### config.mk
export PLATFORM = sky130hd
export DESIGN_NAME = sts_ram
export DESIGN_NICKNAME = d
export VERILOG_FILES = /design/src/sv/assert_macros.svh /design/src/sv/sts_ram.sv
export SDC_FILE = /design/constraint.sdc
export NUM_CORES = 1
export LEC_CHECK = 0
export ABC_AREA = 1
export ABC_CLOCK_PERIOD_IN_PS = 2330
export BUFFER_PORTS_ARGS = -buffer_cell sky130_fd_sc_hd__buf_2
export CAP_MARGIN = 20
export CORE_ASPECT_RATIO = 1.75
export CORE_UTILIZATION = 45
export CTS_BUF_LIST = sky130_fd_sc_hd__clkbuf_16
export CTS_CLUSTER_SIZE = 14
export DETAILED_ROUTE_END_ITERATION = 8
export GPL_ROUTABILITY_DRIVEN = 1
export GPL_TIMING_DRIVEN = 0
export PLACE_DENSITY_LB_ADDON = 0.15
export SLEW_MARGIN = 25
export SYNTH_ARGS = -nofsm -noshare
export SYNTH_HDL_FRONTEND = slang
export SYNTH_SLANG_ARGS = --single-unit
### constraint.sdc
create_clock -name clk_i -period 2.33 [get_ports clk_i]
set_clock_uncertainty 0.2 [all_clocks]
set_input_delay 0.1165 -clock clk_i [delete_from_list [all_inputs] [get_ports clk_i]]
set_output_delay 0.1165 -clock clk_i [all_outputs]
set_load 0.01 [all_outputs]
### src/sv/assert_macros.svh
// Assertion helpers shared by the RTL files.
`ifndef ASSERT_MACROS_SVH
`define ASSERT_MACROS_SVH

// Checks a property at every rising clock edge outside of reset.
`define ASSERT_CLK(lbl, clk, rstn, prop, msg) \
  lbl: assert property (@(posedge clk) disable iff (!rstn) (prop)) else $error(msg);

// Checks that one condition implies another at the same edge.
`define ASSERT_IMPL(lbl, clk, rstn, ante, cons, msg) \
  lbl: assert property (@(posedge clk) disable iff (!rstn) (ante) |-> (cons)) else $error(msg);

`endif

### src/sv/sts_ram.sv
`timescale 1ns / 1ps
// ----------------------------------------------------------------------------
// Generic RAM
// One write port and one read port with registered read data.
// ----------------------------------------------------------------------------
module sts_ram #(
  parameter int WIDTH = 8,
  parameter int DEPTH = 64
) (
  input  logic                     clk_i,
  input  logic                     we_i,
  input  logic [$clog2(DEPTH)-1:0] waddr_i,
  input  logic [WIDTH-1:0]         wdata_i,
  input  logic [$clog2(DEPTH)-1:0] raddr_i,
  output logic [WIDTH-1:0]         rdata_o
);

  logic [WIDTH-1:0] mem [DEPTH];

  // Write and registered read.
  always_ff @(posedge clk_i) begin
    if (we_i) begin
      mem[waddr_i] <= wdata_i;
    end
    rdata_o <= mem[raddr_i];
  end

endmodule

==> impl_metrics.json, run 1 <==
{
  "wl_mm": 67.4,
  "post-dp-hpwl_mm": 47.2,
  "max_cap_viol_count": 0,
  "tightestPinTransition_ps": 1020,
  "clkTransAtPathRegs_ps": 60,
  "yosys-top-cells-area": "edfxtp_1, nand2_1, nand3_1",
  "die_h_um": 290,
  "report.final.slew_viol_count": 0,
  "syn_area_per_cell_sq_um": 11.8,
  "cts_buffers": 48,
  "final_util_pct": 51.3,
  "drive_above_1_share_pct": 10.3,
  "cts_tree": "done",
  "critPathKind": "in2reg",
  "violations": "DRC",
  "slowest_stage": "nor2_1",
  "critPathMaxStageDelay_ps": 990,
  "powerDensity_nw_per_um2": 817,
  "yosys.area.top_type": "edfxtp_1",
  "synth_warnings": 0,
  "timing.rr.start": "mem[55][1]",
  "status": "finished with violations",
  "design_area_sq_um": 24000,
  "syn_inst": 1805,
  "fin_ws_ps": 33.3,
  "maxSlewHeadroom_pct": 31.4,
  "grt_pass1_wl_mm": 97.1,
  "final_net_count": 1921,
  "num_vias": 14192,
  "rsz0062_at_grt": "false",
  "crit_start": "waddr_i[1]",
  "gp_congestion": 0.917,
  "cp_cell_sequence": "clkbuf_1 -> inv_1 -> nand4_1 -> nor2_1",
  "total_power_uw": 19700,
  "ctsRootBufferMaster": "clkbuf_16",
  "core_area_sq_um": 46900,
  "min_path_type": "in2reg",
  "dr.pass1.iters": 9,
  "rows": 105,
  "die_w_um": 167,
  "insertion_delay_ps": 580,
  "ys_ff_latch": 520,
  "hold_slack_ps": 47.2,
  "synth_top_area_share_pct": 72.0,
  "syn_nets": 1827,
  "synth_area_sq_um": 21300,
  "place_ws_ps": -612,
  "worstPathArrival_ps": 2300,
  "cts_sinks": 520,
  "min_period_over_period_pct": 98.6,
  "peakVddDrop_uv": 606,
  "drtIter0Drc": 1176,
  "grtUsageTotal_pct": 28.4,
  "final-setup-viol-count": 0,
  "placed_cell_area_sq_um": 22400,
  "gr-total-overflow": 0,
  "max_freq_mhz": 435,
  "ys_seq_area_share_pct": 72.8,
  "htreeDepth": 2,
  "antenna_found_initial": 0,
  "holdCritStartpoint": "waddr_i[1]",
  "hold_viol": 0,
  "first_global_vias": 14026,
  "insertedDiodeCount": 0,
  "route.detailed.drc": 1,
  "crit_path_end_kind": "register",
  "synth_cell_types": 16,
  "required_ps": 2330,
  "period_minus_slack_ps": 2300,
  "io_pins": 30,
  "detail_route.wl_per_cell_um": 26.7,
  "area_growth_pct": 12.7,
  "numPortBuffers": 21,
  "avgViaCountPerCell": 5.63,
  "grt_max_degree": 65,
  "dieArea_sq_um": 48300,
  "detail-route-antenna-nets": 0,
  "leakagePower_uw": 0.00875,
  "worstSetupStartpointType": "primary input",
  "cts_max_path_buffers": 3,
  "critPathMaxFanout": 9,
  "start_util_pct": 45.5
}
cells by family after synthesis:
| group | synth area share, % |
|---|---|
| simple gates | 23.2 |
| flops | 72.8 |
| buf+inv | 4.02 |
layout by cell type (no fill, tap or decap), types with 9 or more instances in the layout:
cell type / Yosys / routed
buf_1: 10 / 10
nand3_1: 439 / 439
nand4_1: 9 / 9
nor2_1: 56 / 48
inv_1: 10 / 26
buf_6: 35 / 35
nand2_1: 648 / 648
clkbuf_16: 0 / 49
edfxtp_1: 512 / 512
buf_4: 14 / 23
buf_2: 37 / 57
clkbuf_1: 15 / 15
dlygate4sd3_1: 0 / 11
clkinv_1: 0 / 10
power breakdown:
part / total [uW] / internal, uW / switching [uW]
Clock: 7810 / 4350 / 3460
Combinational: 1470 / 385 / 1090
Sequential: 10400 / 10300 / 18.4
Total: 19700 / 15100 / 4560
final cells by class:
cell class | instances | area, sq um
Sequential cell | 520 | 15500
Timing Repair Buffer | 44 | 380
Fill cell | 4115 | 22900
Tap cell | 588 | 736
Inverter | 12 | 50.0
Buffer | 113 | 808
Clock inverter | 37 | 295
Clock buffer | 49 | 1230
Multi-Input combinational cell | 1160 | 5020
Yosys cell counts (all sizes together):
cell and instances:
edfxtp 512, nor4 8, buf 98, nand3 439
nand4 9, nand2 648, clkbuf 15, nor2 56
dfxtp 8, inv 12
through the flow:
step	setup TNS, ps	instances
floorplan	0	1805
global placement	-87860	2414
detailed placement	-106190	2426
CTS	0	2522
global route	0	2523
finish	0	2523
state kept, by name, summed over array words and instances (netlist names):
signal   cells
mem        512
rdata_o      8
critical path: cells and delay by family:
| kind | cells | cell delay [ps] |
|---|---|---|
| and+or+nand+nor | 2 | 1670 |
| buffers and inverters | 2 | 510 |
worst paths after layout:
kind / end / slack [ps] / cells after the start
max: mem[9][5] / 30 / 4
min reg2reg: rdata_o[7] / 730 / 8
min: mem[52][7] / 50 / 2
max reg2reg: rdata_o[1] / 670 / 8
what timing repair did:
item                                   4_1_cts  5_1_grt
hold buffers                                10        1
setup endpoints to repair                    8       15
pin swaps                                    0        0
setup buffers                                0        0
cloned                                       0        0
endpoints found under the hold margin      240        5
gates resized for setup                      1        4
per-layer routing:
metal,GRT usage [%],vias up,share of wire [%]
met5,0,-,0
met4,14.1,0,5.2
met3,2.73,118,4.6
met2,52.9,493,55
met1,32.3,7047,36
li1,-,6534,-
Power figures use the tool's default switching activity.
==> run 2: changes to the inputs <==
--- a/config.mk
+++ b/config.mk
@@ -17,6 +17,7 @@
 export GPL_ROUTABILITY_DRIVEN = 1
 export GPL_TIMING_DRIVEN = 0
 export PLACE_DENSITY_LB_ADDON = 0.15
+export RECOVER_POWER = 100
 export SLEW_MARGIN = 25
 export SYNTH_ARGS = -nofsm -noshare
 export SYNTH_HDL_FRONTEND = slang
==> run 2 against run 1 <==
  * The run ends with DRC, capacitance limit, slew limit left
  * Non-clock buffer count did not move
  * Worst hold slack got worse by 24 ps
  * Core utilization shrank 0.27 points
  * Sequential share of layout area rose by 0.34 points
  * Count of clock-buffer cells in the layout unchanged
  * Combinational power is essentially flat
  * Sequential cell count is the same
  * Routed wire length about the same
==> impl_metrics.json, run 2 (synthesis gave the netlist of run 1 again) <==
{
  "status": "finished with violations",
  "violations": "DRC, capacitance limit, slew limit",
  "grtUsageTotal_pct": 28.4,
  "min_period_over_period_pct": 93.8,
  "rows": 105,
  "critPathMaxFanout": 9,
  "ctsRootBufferMaster": "clkbuf_16",
  "top_register": "mem",
  "leakagePower_uw": 0.00866,
  "detail-route-antenna-nets": 0,
  "endpoint": "mem[9][6]",
  "die_w_um": 167,
  "report.final.slew_viol_count": 225,
  "largest_reg_flops": 512,
  "period_minus_slack_ps": 2190,
  "cts_buffers": 48,
  "tightestPinTransition_ps": 1710,
  "peakVddDrop_uv": 606,
  "cts_tree": "done",
  "area_growth_pct": 12.1,
  "die_h_um": 290,
  "dieArea_sq_um": 48300,
  "start_util_pct": 45.5,
  "holdCritStartpoint": "waddr_i[1]",
  "hold_viol": 0,
  "max_cap_viol_count": 4,
  "timing.rr.start": "mem[21][5]",
  "numPortBuffers": 21,
  "most-common-layout-cells": "nand2_1, edfxtp_1, nand3_1",
  "max_freq_mhz": 457,
  "required_ps": 2330,
  "tns_ps": 0,
  "insertion_delay_ps": 580,
  "layout_commonest_cell": "nand2_1",
  "avgViaCountPerCell": 5.65,
  "cts_max_path_buffers": 3,
  "path_delay_family": "simple AND/OR/NAND/NOR gates",
  "path_depth": 4,
  "io_pins": 30,
  "crit_path_end_kind": "register",
  "core_area_sq_um": 46900,
  "wl_mm": 67.4,
  "antenna_found_initial": 0,
  "cp_cell_sequence": "clkbuf_1 -> inv_1 -> nand4_1 -> nor2_1",
  "worstRegToRegCells": 8,
  "drtIter0Drc": 1252,
  "critical_path_buf_inv_count": 2,
  "gp_congestion": 0.917,
  "maxSlewHeadroom_pct": -14.3,
  "critPathMaxStageDelay_ps": 980,
  "first_global_vias": 14026,
  "detail_route.wl_per_cell_um": 26.7,
  "slowest_stage": "nor2_1",
  "final_net_count": 1921,
  "dr.pass1.iters": 7,
  "final-setup-viol-count": 0,
  "hold_slack_ps": 22.7,
  "critPathKind": "in2reg",
  "grt_pass1_wl_mm": 97.1,
  "total_power_uw": 19600,
  "clkTransAtPathRegs_ps": 60,
  "cts_sinks": 520,
  "instances_no_fill": 2524,
  "powerDensity_nw_per_um2": 821,
  "worstPathArrival_ps": 2190,
  "gr-total-overflow": 0,
  "crit_start": "waddr_i[2]",
  "design_area_sq_um": 23900,
  "placed_cell_area_sq_um": 22400,
  "rsz0062_at_grt": "false",
  "reg_top3": "mem (512), rdata_o (8)",
  "min_path_type": "in2reg",
  "num_vias": 14263,
  "htreeDepth": 2,
  "nFillCells": 4142,
  "placed_cells": 2426,
  "route.detailed.drc": 2,
  "post-dp-hpwl_mm": 47.2,
  "regToRegSetupSlack_ps": 670,
  "worstSetupStartpointType": "primary input",
  "r2r-end": "rdata_o[5]",
  "drive_above_1_share_pct": 8.68,
  "grt_max_degree": 65
}
## run 2: cell count changes in the layout (fill, tap and decap cells not counted), moves of 6 or more
cell / change
nor4_2: -8
clkbuf_1: +22
buf_4: -9
buf_2: -16
nor4_1: +8
clkbuf_2: +6
## run 2: worst reg2reg max path, cell delays in order (launching register included)
cell and delay [ps]:
edfxtp_1 370, nand2_1 90, nand3_1 140, nand3_1 160, nand2_1 100, nand2_1 70, nand3_1 120, nand3_1 150
nand2_1 130
## run 2: cell type report
type                    instances  area, sq um  area share, %
flip-flops and latches        520        15500           64.9
multi-input cells            1160         4960           20.7
clock inverters                37          295           1.23
repair buffers                 44          310           1.30
plain buffers                 113          808           3.38
diodes                          1         2.50         0.0105
clock buffers                  49         1230           5.13
well taps                     588          736           3.08
inverters                      12         50.0          0.209
## run 2: worst min-delay path by stage
stage	to	cells past startpoint
2_1_floorplan	mem[0][0]	0
4_1_cts	mem[27][2]	1
3_3_place_gp	rdata_o[2]	1
6_report	mem[53][7]	2
3_5_place_dp	mem[6][4]	1
5_1_grt	mem[52][7]	2
## run 2: through the flow
| stage | setup WS, ps | utilization, % |
|---|---|---|
| 2_1_floorplan | 247 | - |
| 3_3_place_gp | -806 | 47.3 |
| 3_5_place_dp | -612 | 47.8 |
| 4_1_cts | 35.9 | 51.2 |
| 5_1_grt | 52.8 | 51.0 |
| 6_report | 144 | 51.0 |
## run 2: where the power goes
group	switching [uW]	internal [uW]
combinational	1080	369
clock	3460	4350
sequential	18.9	10400
total	4550	15100
## run 2: repair_timing
item | in CTS | in global routing
hold buffers | 10 | 1
resized for setup | 1 | 4
buffers inserted | 0 | 0
endpoints found under the hold margin | 240 | 5
setup endpoints to repair | 8 | 15
## run 2: metal layers
metal	track usage (%)	wire length, um
met1	32.3	24100
met2	52.9	36600
met3	2.73	2970
met4	14.1	3620
met5	0	0
